==> config.mk <==
export PLATFORM = sky130hd
export DESIGN_NAME = framed_packet_receiver_flat
export DESIGN_NICKNAME = d
export VERILOG_FILES = /design/src/rtl/fpr_pkg.sv /design/src/rtl/fpr_if.sv /design/src/rtl/framed_packet_receiver.sv /design/src/rtl/fpr_cfg_regs.sv /design/src/rtl/fpr_parser.sv /design/src/flat_wrapper.sv
export SDC_FILE = /design/constraint.sdc
export NUM_CORES = 1
export LEC_CHECK = 0
export BUFFER_PORTS_ARGS = -buffer_cell sky130_fd_sc_hd__buf_2
export CORE_AREA = 5 5 135 137
export CTS_CLUSTER_SIZE = 14
export DETAILED_ROUTE_END_ITERATION = 6
export DIE_AREA = 0 0 140 142
export PLACE_DENSITY = 0.93
export SYNTH_ARGS = -nofsm -noshare
export SYNTH_HDL_FRONTEND = slang
export SYNTH_SLANG_ARGS = --single-unit
==> constraint.sdc <==
create_clock -name clk_i -period 8.95 [get_ports clk_i]
set_input_delay 1.79 -clock clk_i [delete_from_list [all_inputs] [get_ports clk_i]]
set_output_delay 1.79 -clock clk_i [all_outputs]
set_load 0.01 [all_outputs]
==> src/rtl/fpr_pkg.sv <==
// ----------------------------------------------------------------------------
// fpr_pkg
// Shared types and constants of the framed packet receiver.
// ----------------------------------------------------------------------------
package fpr_pkg;

  localparam int unsigned AddrWidth = 4;
  localparam int unsigned DataWidth = 32;

  localparam logic [1:0] RegStartByte  = 2'd0;
  localparam logic [1:0] RegEndByte    = 2'd1;
  localparam logic [1:0] RegOwnId      = 2'd2;
  localparam logic [1:0] RegGapTimeout = 2'd3;

  localparam logic [7:0]  StartByteRst  = 8'h02;
  localparam logic [7:0]  EndByteRst    = 8'h03;
  localparam logic [7:0]  OwnIdRst      = 8'h00;
  localparam logic [15:0] GapTimeoutRst = 16'd100;

  typedef enum logic [0:0] {
    OP_BYTE = 1'b0,
    OP_TICK = 1'b1
  } op_e;

  typedef enum logic [1:0] {
    KIND_NONE    = 2'd0,
    KIND_PAYLOAD = 2'd1,
    KIND_GOOD    = 2'd2,
    KIND_BAD     = 2'd3
  } kind_e;

  typedef enum logic [3:0] {
    PH_HUNT = 4'd0,
    PH_ID   = 4'd1,
    PH_CMD  = 4'd2,
    PH_DIR  = 4'd3,
    PH_ERR  = 4'd4,
    PH_LENL = 4'd5,
    PH_LENH = 4'd6,
    PH_DATA = 4'd7,
    PH_CHK  = 4'd8,
    PH_END  = 4'd9
  } phase_e;

  typedef struct packed {
    logic [7:0]  start_byte;
    logic [7:0]  end_byte;
    logic [7:0]  own_id;
    logic [15:0] gap_timeout;
  } cfg_t;

  typedef struct packed {
    logic [1:0]  result_kind;
    logic [7:0]  payload_byte;
    logic [15:0] payload_index;
    logic [7:0]  packet_command;
    logic [7:0]  packet_direction;
    logic [7:0]  packet_error;
    logic [15:0] packet_length;
  } res_t;

endpackage

==> src/rtl/fpr_if.sv <==
// ----------------------------------------------------------------------------
// fpr_if
// Valid/ready channels of the framed packet receiver.
// ----------------------------------------------------------------------------
interface fpr_in_if;
  logic       valid;
  logic       ready;
  logic [0:0] operation;
  logic [7:0] rx_byte;

  modport source (output valid, output operation, output rx_byte, input ready);
  modport sink (input valid, input operation, input rx_byte, output ready);
endinterface

interface fpr_out_if;
  logic        valid;
  logic        ready;
  logic [1:0]  result_kind;
  logic [7:0]  payload_byte;
  logic [15:0] payload_index;
  logic [7:0]  packet_command;
  logic [7:0]  packet_direction;
  logic [7:0]  packet_error;
  logic [15:0] packet_length;

  modport source (
    output valid, output result_kind, output payload_byte, output payload_index,
    output packet_command, output packet_direction, output packet_error,
    output packet_length, input ready
  );
  modport sink (
    input valid, input result_kind, input payload_byte, input payload_index,
    input packet_command, input packet_direction, input packet_error,
    input packet_length, output ready
  );
endinterface

==> src/rtl/framed_packet_receiver.sv <==
// ----------------------------------------------------------------------------
// framed_packet_receiver
// Start/end framed packet parser with XOR check and inter-byte gap timeout.
// ----------------------------------------------------------------------------
// Input channel rx_i carries one item per transfer: a received byte
// (operation 0) or a one millisecond tick (operation 1). Every item yields
// exactly one transfer on res_o: nothing, a payload byte with its index,
// packet good or packet bad; all but the first carry the frame header fields.
// Registers (start byte, end byte, own ID, gap timeout) sit on the APB port
// at byte addresses 0, 4, 8 and 12; write them only while the block is idle.
// An item is held in the input register, is parsed in a single pass and
// lands in the result register, from which res_o offers it; one item is
// taken per cycle while res_o does not stall. When res_o stalls, the input
// register still takes one more item before rx_i.ready drops. Reset returns
// the parser to hunting for the start byte, clears the idle tick counter and
// restores register defaults.
// ----------------------------------------------------------------------------
module framed_packet_receiver import fpr_pkg::*; (
  input  logic                 clk_i,
  input  logic                 rst_ni,
  fpr_in_if.sink               rx_i,
  fpr_out_if.source            res_o,
  input  logic                 psel,
  input  logic                 penable,
  input  logic                 pwrite,
  input  logic [AddrWidth-1:0] paddr,
  input  logic [DataWidth-1:0] pwdata,
  output logic [DataWidth-1:0] prdata,
  output logic                 pready
);

  cfg_t       cfg;
  res_t       res;
  res_t       res_q;
  logic       in_vld_q, in_vld_d;
  logic       out_vld_q, out_vld_d;
  logic [0:0] op_q;
  logic [7:0] byte_q;
  logic       advance;
  logic       in_xfer;

  fpr_cfg_regs u_cfg (
    .clk_i   (clk_i),
    .rst_ni  (rst_ni),
    .psel    (psel),
    .penable (penable),
    .pwrite  (pwrite),
    .paddr   (paddr),
    .pwdata  (pwdata),
    .prdata  (prdata),
    .pready  (pready),
    .cfg_o   (cfg)
  );

  assign advance    = in_vld_q & (~out_vld_q | res_o.ready);
  assign rx_i.ready = ~in_vld_q | advance;
  assign in_xfer    = rx_i.valid & rx_i.ready;

  fpr_parser u_parser (
    .clk_i       (clk_i),
    .rst_ni      (rst_ni),
    .cfg_i       (cfg),
    .step_i      (advance),
    .operation_i (op_q),
    .rx_byte_i   (byte_q),
    .res_o       (res)
  );

  always_comb begin
    in_vld_d = in_vld_q;
    if (in_xfer) begin
      in_vld_d = 1'b1;
    end else if (advance) begin
      in_vld_d = 1'b0;
    end
    out_vld_d = out_vld_q;
    if (advance) begin
      out_vld_d = 1'b1;
    end else if (res_o.ready) begin
      out_vld_d = 1'b0;
    end
  end

  always_ff @(posedge clk_i or negedge rst_ni) begin
    if (!rst_ni) begin
      in_vld_q  <= 1'b0;
      out_vld_q <= 1'b0;
    end else begin
      in_vld_q  <= in_vld_d;
      out_vld_q <= out_vld_d;
    end
  end

  always_ff @(posedge clk_i) begin
    if (in_xfer) begin
      op_q   <= rx_i.operation;
      byte_q <= rx_i.rx_byte;
    end
    if (advance) begin
      res_q <= res;
    end
  end

  assign res_o.valid            = out_vld_q;
  assign res_o.result_kind      = res_q.result_kind;
  assign res_o.payload_byte     = res_q.payload_byte;
  assign res_o.payload_index    = res_q.payload_index;
  assign res_o.packet_command   = res_q.packet_command;
  assign res_o.packet_direction = res_q.packet_direction;
  assign res_o.packet_error     = res_q.packet_error;
  assign res_o.packet_length    = res_q.packet_length;

  a_advance_fills_out: assert property (@(posedge clk_i) disable iff (!rst_ni)
    advance |=> out_vld_q)
    else $error("result register not loaded after advance");

  a_no_overwrite: assert property (@(posedge clk_i) disable iff (!rst_ni)
    out_vld_q && !res_o.ready |-> !advance)
    else $error("stalled result overwritten");

  a_full_input_blocks: assert property (@(posedge clk_i) disable iff (!rst_ni)
    in_vld_q && out_vld_q && !res_o.ready |-> !rx_i.ready)
    else $error("input taken while both stages are full");

endmodule

==> src/rtl/fpr_cfg_regs.sv <==
// ----------------------------------------------------------------------------
// fpr_cfg_regs
// APB register file: start byte, end byte, own ID and gap timeout.
// ----------------------------------------------------------------------------
module fpr_cfg_regs import fpr_pkg::*; (
  input  logic                 clk_i,
  input  logic                 rst_ni,
  input  logic                 psel,
  input  logic                 penable,
  input  logic                 pwrite,
  input  logic [AddrWidth-1:0] paddr,
  input  logic [DataWidth-1:0] pwdata,
  output logic [DataWidth-1:0] prdata,
  output logic                 pready,
  output cfg_t                 cfg_o
);

  cfg_t       cfg_q;
  cfg_t       cfg_d;
  logic       wr_en;
  logic [1:0] reg_idx;

  assign pready  = 1'b1;
  assign wr_en   = psel & penable & pwrite;
  assign reg_idx = paddr[3:2];

  always_comb begin
    cfg_d = cfg_q;
    if (wr_en) begin
      case (reg_idx)
        RegStartByte:  cfg_d.start_byte  = pwdata[7:0];
        RegEndByte:    cfg_d.end_byte    = pwdata[7:0];
        RegOwnId:      cfg_d.own_id      = pwdata[7:0];
        RegGapTimeout: cfg_d.gap_timeout = pwdata[15:0];
        default:       cfg_d = cfg_q;
      endcase
    end
  end

  always_comb begin
    case (reg_idx)
      RegStartByte:  prdata = {24'h0, cfg_q.start_byte};
      RegEndByte:    prdata = {24'h0, cfg_q.end_byte};
      RegOwnId:      prdata = {24'h0, cfg_q.own_id};
      RegGapTimeout: prdata = {16'h0, cfg_q.gap_timeout};
      default:       prdata = '0;
    endcase
  end

  always_ff @(posedge clk_i or negedge rst_ni) begin
    if (!rst_ni) begin
      cfg_q.start_byte  <= StartByteRst;
      cfg_q.end_byte    <= EndByteRst;
      cfg_q.own_id      <= OwnIdRst;
      cfg_q.gap_timeout <= GapTimeoutRst;
    end else begin
      cfg_q <= cfg_d;
    end
  end

  assign cfg_o = cfg_q;

endmodule

==> src/rtl/fpr_parser.sv <==
// ----------------------------------------------------------------------------
// fpr_parser
// Frame parser state and single-step update for one byte or tick.
// ----------------------------------------------------------------------------
module fpr_parser import fpr_pkg::*; (
  input  logic       clk_i,
  input  logic       rst_ni,
  input  cfg_t       cfg_i,
  input  logic       step_i,
  input  logic [0:0] operation_i,
  input  logic [7:0] rx_byte_i,
  output res_t       res_o
);

  phase_e      phase_q, phase_d, phase_cur;
  logic [7:0]  xor_q, xor_d;
  logic [7:0]  chk_q, chk_d;
  logic [7:0]  cmd_q, cmd_d;
  logic [7:0]  dir_q, dir_d;
  logic [7:0]  err_q, err_d;
  logic [15:0] len_q, len_d;
  logic [15:0] idx_q, idx_d;
  logic [15:0] idle_q, idle_d;
  logic [15:0] idx_inc;
  logic [15:0] len_new;
  logic        gap_hit;

  assign gap_hit = idle_q >= cfg_i.gap_timeout;
  assign idx_inc = idx_q + 16'd1;
  assign len_new = {rx_byte_i, len_q[7:0]};

  always_comb begin
    phase_d   = phase_q;
    xor_d     = xor_q;
    chk_d     = chk_q;
    cmd_d     = cmd_q;
    dir_d     = dir_q;
    err_d     = err_q;
    len_d     = len_q;
    idx_d     = idx_q;
    idle_d    = idle_q;
    phase_cur = gap_hit ? PH_HUNT : phase_q;
    res_o     = '0;
    if (step_i) begin
      if (operation_i == OP_TICK) begin
        if (idle_q != 16'hFFFF) begin
          idle_d = idle_q + 16'd1;
        end
      end else begin
        idle_d  = '0;
        phase_d = phase_cur;
        case (phase_cur)
          PH_ID: begin
            if (rx_byte_i == cfg_i.own_id) begin
              xor_d   = xor_q ^ rx_byte_i;
              phase_d = PH_CMD;
            end
          end
          PH_CMD: begin
            cmd_d   = rx_byte_i;
            xor_d   = xor_q ^ rx_byte_i;
            phase_d = PH_DIR;
          end
          PH_DIR: begin
            dir_d   = rx_byte_i;
            xor_d   = xor_q ^ rx_byte_i;
            phase_d = PH_ERR;
          end
          PH_ERR: begin
            err_d   = rx_byte_i;
            xor_d   = xor_q ^ rx_byte_i;
            phase_d = PH_LENL;
          end
          PH_LENL: begin
            len_d   = {8'h00, rx_byte_i};
            xor_d   = xor_q ^ rx_byte_i;
            phase_d = PH_LENH;
          end
          PH_LENH: begin
            len_d = len_new;
            xor_d = xor_q ^ rx_byte_i;
            if (len_new != 16'd0) begin
              idx_d   = '0;
              phase_d = PH_DATA;
            end else begin
              phase_d = PH_CHK;
            end
          end
          PH_DATA: begin
            xor_d                  = xor_q ^ rx_byte_i;
            res_o.result_kind      = KIND_PAYLOAD;
            res_o.payload_byte     = rx_byte_i;
            res_o.payload_index    = idx_q;
            res_o.packet_command   = cmd_q;
            res_o.packet_direction = dir_q;
            res_o.packet_error     = err_q;
            res_o.packet_length    = len_q;
            idx_d                  = idx_inc;
            if (idx_inc == len_q) begin
              phase_d = PH_CHK;
            end
          end
          PH_CHK: begin
            chk_d   = rx_byte_i;
            phase_d = PH_END;
          end
          PH_END: begin
            res_o.result_kind      = ((rx_byte_i == cfg_i.end_byte) && (xor_q == chk_q))
                                     ? KIND_GOOD : KIND_BAD;
            res_o.packet_command   = cmd_q;
            res_o.packet_direction = dir_q;
            res_o.packet_error     = err_q;
            res_o.packet_length    = len_q;
            phase_d                = PH_HUNT;
          end
          default: begin
            phase_d = PH_HUNT;
            if (rx_byte_i == cfg_i.start_byte) begin
              phase_d = PH_ID;
              xor_d   = '0;
            end
          end
        endcase
      end
    end
  end

  always_ff @(posedge clk_i or negedge rst_ni) begin
    if (!rst_ni) begin
      phase_q <= PH_HUNT;
      xor_q   <= '0;
      chk_q   <= '0;
      cmd_q   <= '0;
      dir_q   <= '0;
      err_q   <= '0;
      len_q   <= '0;
      idx_q   <= '0;
      idle_q  <= '0;
    end else begin
      phase_q <= phase_d;
      xor_q   <= xor_d;
      chk_q   <= chk_d;
      cmd_q   <= cmd_d;
      dir_q   <= dir_d;
      err_q   <= err_d;
      len_q   <= len_d;
      idx_q   <= idx_d;
      idle_q  <= idle_d;
    end
  end

  a_tick_keeps_phase: assert property (@(posedge clk_i) disable iff (!rst_ni)
    step_i && (operation_i == OP_TICK) |=> $stable(phase_q))
    else $error("tick changed parser phase");

  a_byte_clears_idle: assert property (@(posedge clk_i) disable iff (!rst_ni)
    step_i && (operation_i == OP_BYTE) |=> (idle_q == 16'd0))
    else $error("idle counter not cleared by byte");

  a_payload_in_data: assert property (@(posedge clk_i) disable iff (!rst_ni)
    (res_o.result_kind == KIND_PAYLOAD) |-> (phase_q == PH_DATA) && !gap_hit)
    else $error("payload result outside data phase");

  a_frame_end_hunts: assert property (@(posedge clk_i) disable iff (!rst_ni)
    step_i && ((res_o.result_kind == KIND_GOOD) || (res_o.result_kind == KIND_BAD))
    |=> (phase_q == PH_HUNT))
    else $error("parser not hunting after frame end");

endmodule
==> src/flat_wrapper.sv <==
// flat-port wrapper written by rule: the top's interface ports become plain ports
module framed_packet_receiver_flat import fpr_pkg::*;
  (clk_i, rst_ni, psel, penable, pwrite, paddr, pwdata, prdata, pready, rx_i_valid, rx_i_operation, rx_i_rx_byte, rx_i_ready, res_o_valid, res_o_result_kind, res_o_payload_byte, res_o_payload_index, res_o_packet_command, res_o_packet_direction, res_o_packet_error, res_o_packet_length, res_o_ready);
  fpr_in_if rx_i_i ();
  fpr_out_if res_o_i ();
  input  logic clk_i;
  input  logic rst_ni;
  input  logic psel;
  input  logic penable;
  input  logic pwrite;
  input  logic [AddrWidth-1:0] paddr;
  input  logic [DataWidth-1:0] pwdata;
  output logic [DataWidth-1:0] prdata;
  output logic pready;
  input wire logic [$bits(rx_i_i.valid)-1:0] rx_i_valid;
  input wire logic [$bits(rx_i_i.operation)-1:0] rx_i_operation;
  input wire logic [$bits(rx_i_i.rx_byte)-1:0] rx_i_rx_byte;
  output wire logic [$bits(rx_i_i.ready)-1:0] rx_i_ready;
  output wire logic [$bits(res_o_i.valid)-1:0] res_o_valid;
  output wire logic [$bits(res_o_i.result_kind)-1:0] res_o_result_kind;
  output wire logic [$bits(res_o_i.payload_byte)-1:0] res_o_payload_byte;
  output wire logic [$bits(res_o_i.payload_index)-1:0] res_o_payload_index;
  output wire logic [$bits(res_o_i.packet_command)-1:0] res_o_packet_command;
  output wire logic [$bits(res_o_i.packet_direction)-1:0] res_o_packet_direction;
  output wire logic [$bits(res_o_i.packet_error)-1:0] res_o_packet_error;
  output wire logic [$bits(res_o_i.packet_length)-1:0] res_o_packet_length;
  input wire logic [$bits(res_o_i.ready)-1:0] res_o_ready;
  assign rx_i_i.valid = rx_i_valid;
  assign rx_i_i.operation = rx_i_operation;
  assign rx_i_i.rx_byte = rx_i_rx_byte;
  assign rx_i_ready = rx_i_i.ready;
  assign res_o_valid = res_o_i.valid;
  assign res_o_result_kind = res_o_i.result_kind;
  assign res_o_payload_byte = res_o_i.payload_byte;
  assign res_o_payload_index = res_o_i.payload_index;
  assign res_o_packet_command = res_o_i.packet_command;
  assign res_o_packet_direction = res_o_i.packet_direction;
  assign res_o_packet_error = res_o_i.packet_error;
  assign res_o_packet_length = res_o_i.packet_length;
  assign res_o_i.ready = res_o_ready;
  framed_packet_receiver u_core (.clk_i(clk_i), .rst_ni(rst_ni), .rx_i(rx_i_i), .res_o(res_o_i), .psel(psel), .penable(penable), .pwrite(pwrite), .paddr(paddr), .pwdata(pwdata), .prdata(prdata), .pready(pready));
endmodule
Word level (Yosys, flattened, before mapping)
Index checks and enable logic that the tools add are counted.

Bitwise logic cells: 14. $lt $le $gt $ge: 1. Equal/unequal tests: 21. Add/sub/neg operators: 2. Reductions and logical operators: 27. Multiplexer cells: 21.

Operators with widths (number): $pmux W32 S4 (1); $pmux W16 S2 (2); $mux W16 (3); $pmux W4 S9 (1); $add A16 B1 Y16 const B (2); $eq A8 B8 Y1 (4); $pmux W8 S3 (1); $eq A16 B16 Y1 (1); $eq A4 B3 Y1 const B (4); $ge A16 B16 Y1 (1); $mux W4 (4); $mux W8 (2); $ne A16 B16 Y1 const B (1); $reduce_bool A16 Y1 (1); $reduce_and A3 Y1 (5); $reduce_and A2 Y1 (6); $eq A4 B2 Y1 const B (2); $eq A4 B4 Y1 const B (2); $reduce_and A4 Y1 (2); $reduce_bool A2 Y1 (4); $reduce_or A2 Y1 (4); $xor A8 B8 Y8 (1); $not A1 Y1 (7); $mux W1 (6); 12 further kinds (19).

Output and inout bits: 101. Logic and storage cells: 111. Bits in registers: 209. Input bits: 52.

Longest topological paths before layout
Word-level depth: 6. Depth in mapped cells: 11.

Hierarchy
A second synthesis with hierarchy kept.

Cells, all modules: 856. Area, all modules: 10441.3 um2.

Modules (own cells, without submodules): fpr_parser (sequential area each 2302.2 um2, instances 1, cells each 646, area each 6159.7 um2); framed_packet_receiver (sequential area each 2302.2 um2, instances 1, cells each 83, area each 2356.0 um2); fpr_cfg_regs (sequential area each 1008.5 um2, instances 1, cells each 127, area each 1925.6 um2).

Worst setup path before layout
OpenSTA, ideal clock, no wires.

Path type: input -> output. Start point: input port paddr[3]. End point: output port prdata[3]. Arrival: 2.781 ns. Required time: 7.160 ns. Stages on the path: 2. Slack: 4.379 ns. Cell sequence: buf_1 > mux4_2.

Cells in the longest elaborated chain, start to end: 2. Elaborated cells between the ends (all ways): 5. Classes of those cells: eq/ne (3); mux (1); reduce/logical (1).

Ends and longest elaborated chain: start: declaration (line flat_wrapper.sv:11) `input logic [AddrWidth-1:0] paddr;`; $eq A2 B2 Y1, or another cell as far along (line fpr_cfg_regs.sv:41) `case (reg_idx)`; $pmux W32 S4 (*) (line fpr_cfg_regs.sv:41); end: declaration (line flat_wrapper.sv:13) `output logic [DataWidth-1:0] prdata;`.

Every way passes the cells marked *; elsewhere a longest branch is shown, timed or not. The select of a mux whose other input is x is not followed.

Final worst setup path
Start point: input port paddr[3]. End point: output port prdata[6].

The elaborated chain is that of the path after synthesis.

==> flow_summary.toml <==
[routing]
num_vias = 7415
route.detailed.drc = 0
wire_per_inst_microns = 19.4
finalWirelength_mm = 23.8
ant_nets = 0
dr.pass1.iters = 6
drtIter0Drc = 719
routed_via_density = 6.07

[timing]
relSlewSlack = 0.305
drv_slew = 0
fin_crit_sh = 0.519
rsz0062_at_grt = "no"
hold_viol = 0
tightest_slew_ns = 1.04
min_period_ns = 4.64
setup_ws_ns = 4.31
fmax_mhz = 215
final.setup.tns_ns = 0
setup_viol = 0
fin_worst_skew_ns = 0.0115

[synth]
ys_warn_count = 0
synth_simple_gate_area_frac = 0.157
syn_area_per_cell_sq_um = 11.5
yosysUniqueCellTypes = 71
yosysSeqAreaShare = 0.552
ys_dominant_reg_cell = "dfrtp_1"
synth_top_family_by_area = "simple AND/OR/NAND/NOR gates"
synth_edf_count = 75
synthMuxAreaShare = 0.0768
synth_compound_area_frac = 0.0944
ys_async_sr_fraction = 0.641
netlist_area_sq_mm = 0.0102
syn-instance-count = 882
synth.ff_latch_count = 209
synth_fa_ha_area_frac = 0.0222
synth_xor_area_frac = 0.0517

[pwr]
ir_worst_vdd_uv = 151
p_int_uw = 2090
sw_frac_of_total = 0.307
p_per_area_mw_per_mm2 = 259
power_frac_clock = 0.329
p_leak_uw = 0.00513
power.switching_uw = 924
total_power_uw = 3010
combPwrFrac = 0.211
p_seq_frac = 0.460

[layout]
antennaDiodeCount = 0
finish.utilization = 0.686
drive_above_1_share = 0.245
stdcell_count = 1222
num-nets-final = 1051
areaGrowthSynthToFinish_pct = 14.3
final_common_cell = "dfrtp_1"
final_cell_mix = "dfrtp_1 (128), buf_2 (116), nand2_1 (81)"
num-fill-cells = 1190

[global_routing]
track_usage = 0.236
grt_pass1_wl_mm = 38.2
grt_antenna_before_repair = 1
grt_pass1_vias = 7378
grt_max_degree = 77
grt-ovfl-total = 0

[floorplan]
row_count = 48
io_pins = 153
start_util = 0.600
core-area_sq_mm = 0.0169
die_h_microns = 142
dieArea_sq_mm = 0.0199
die_x_microns = 140

[setup_path]
ff2ff_setup_slack_ns = 5.00
cp_common_cell = "buf_2"
arrival_ns = 2.85
crit-reg2reg-capture = "u_core.u_parser.xor_q[0]"
required_ns = 7.16
max_stage_delay_ns = 0.58
critPathSlowestCell = "mux4_2"
endpoint = "prdata[6]"
start_kind = "primary input"
rr_worst_depth = 6
crit_fanout = 12
critPathCaptureType = "output port"
path_class = "primary input to output port"
worstPathCellList = "buf_2 -> mux4_2 -> buf_2"
startpoint = "paddr[3]"
regToRegStartpoint = "u_core.u_parser.phase_q[0]"

[placement]
numPlacedInstances = 1182
io_buffers = 117
place.detailed.hpwl_mm = 15.7
globalplace.congestion = 0.884
pre_cts_ws_ns = 4.32

[worst_hold_path]
hold_class = "register to register"

[status]
outcome = "complete, no violations"

[clock_tree]
clk-insertion-delay-late_ns = 0.50
cts_tree = "built"
cts_setup_buffers = 0
htree_levels = 1
clk_pin_slew_ns = 0.06
clock_sinks = 209
postCtsResizedCells = 0
cts_hold_buf = 0
clock-root-buffer = "clkbuf_16"
clockBufferDepth = 3
cts-buffers-inserted = 22

[flow_run]
maxCapViolCount = 0
metrics by stage:
| step | hold WS (ns) | cell area, sq um |
|---|---|---|
| after CTS | 0.477 | 11600 |
| after detailed placement | 0.463 | 10800 |
| after global placement | 0.455 | 10800 |
| after floorplan | 0.442 | 10200 |
| final | 0.470 | 11600 |
| after global routing | 0.506 | 11600 |
state kept, by name, indices dropped and copies added, names as in the netlist, 2 cells and up:
| name | count |
|---|---|
| u_core.u_cfg.cfg_o | 40 |
| u_core.res_o.packet_length | 16 |
| u_core.res_o.payload_index | 16 |
| u_core.u_parser.idle_q | 16 |
| u_core.u_parser.idx_q | 16 |
| u_core.u_parser.len_q | 16 |
| u_core.byte_q | 8 |
| u_core.res_o.packet_command | 8 |
| u_core.res_o.packet_direction | 8 |
| u_core.res_o.packet_error | 8 |
| u_core.res_o.payload_byte | 8 |
| u_core.u_parser.chk_q | 8 |
| u_core.u_parser.cmd_q | 8 |
| u_core.u_parser.dir_q | 8 |
| u_core.u_parser.err_q | 8 |
| u_core.u_parser.xor_q | 8 |
| u_core.u_parser.phase_q | 4 |
| u_core.res_o.result_kind | 2 |
critical path, delay by kind of cell:
family                 cells  cell delay (ns)
muxes                      1             0.58
buffers and inverters      2             0.48
worst min path at each step:
stage	end	depth (start not counted)	startpoint
2_1_floorplan	u_core.u_parser.cmd_q[1]	2	u_core.u_parser.cmd_q[1]
3_3_place_gp	u_core.u_parser.err_q[5]	2	u_core.u_parser.err_q[5]
3_5_place_dp	u_core.u_parser.err_q[3]	2	u_core.u_parser.err_q[3]
4_1_cts	u_core.u_parser.err_q[3]	2	u_core.u_parser.err_q[3]
5_1_grt	u_core.u_parser.xor_q[5]	1	u_core.u_parser.xor_q[5]
6_report	u_core.u_parser.err_q[3]	2	u_core.u_parser.err_q[3]
cell families (layout without fill, tap and decap cells):
family          count (synthesis)  count (layout)
compound gates                143             143
xor+xnor                       60              60
fa+ha+maj                      18              18
buf+inv                        97             197
flops                         209             209
mux                            62              62
other cells                     2              17
simple gates                  291             291
power by group through the flow:
stage / Clock [uW] / Sequential, uW / Combinational [uW]
after floorplan: 0 / 1320 / 481
after global placement: 0 / 1380 / 585
after detailed placement: 0 / 1390 / 618
after CTS: 1000 / 1380 / 631
after global routing: 1040 / 1400 / 696
final: 992 / 1390 / 635
synthesized netlist by cell type (all sizes together), types with 2 or more instances:
cell type | n | area [sq um]
a2111o | 2 | 22.5
a2111oi | 3 | 63.8
a211o | 2 | 17.5
a211oi | 2 | 32.5
a21boi | 2 | 18.8
a21o | 7 | 52.6
a21oi | 30 | 154
a22o | 12 | 105
a31oi | 2 | 18.8
and2 | 41 | 257
and3 | 31 | 194
buf | 28 | 194
clkbuf | 35 | 131
conb | 2 | 7.51
dfrtp | 128 | 3200
dfstp | 6 | 158
edfxtp | 75 | 2250
ha | 18 | 225
inv | 33 | 124
mux2 | 48 | 541
mux2i | 6 | 60.1
mux4 | 8 | 180
nand2 | 81 | 304
nand2b | 10 | 62.6
nand3 | 13 | 65.1
nand4 | 27 | 184
nor2 | 38 | 143
nor2b | 4 | 25.0
nor3 | 12 | 81.3
nor3b | 2 | 26.3
nor4 | 13 | 118
nor4b | 4 | 35.0
o2111ai | 2 | 17.5
o211ai | 3 | 22.5
o21ai | 63 | 319
o221ai | 3 | 26.3
or2 | 2 | 12.5
or3 | 8 | 50.1
xnor2 | 32 | 280
xor2 | 28 | 245
per-layer routing:
layer | wire length (microns) | GRT usage | share of wire
met5 | 13 | 0 | 0.00055
met3 | 2300 | 0.0531 | 0.097
met2 | 11400 | 0.385 | 0.48
met4 | 937 | 0.0903 | 0.039
met1 | 9140 | 0.313 | 0.38
cell type report:
| class | count | area [sq um] | area share |
|---|---|---|---|
| Sequential cell | 209 | 5610 | 0.483 |
| Multi-Input combinational cell | 591 | 4150 | 0.358 |
| Clock buffer | 28 | 637 | 0.0548 |
| Timing Repair Buffer | 123 | 633 | 0.0545 |
| Tap cell | 225 | 282 | 0.0242 |
| Clock inverter | 12 | 169 | 0.0145 |
| Inverter | 34 | 128 | 0.0110 |
Note: power is estimated with default switching activity, not from simulation.
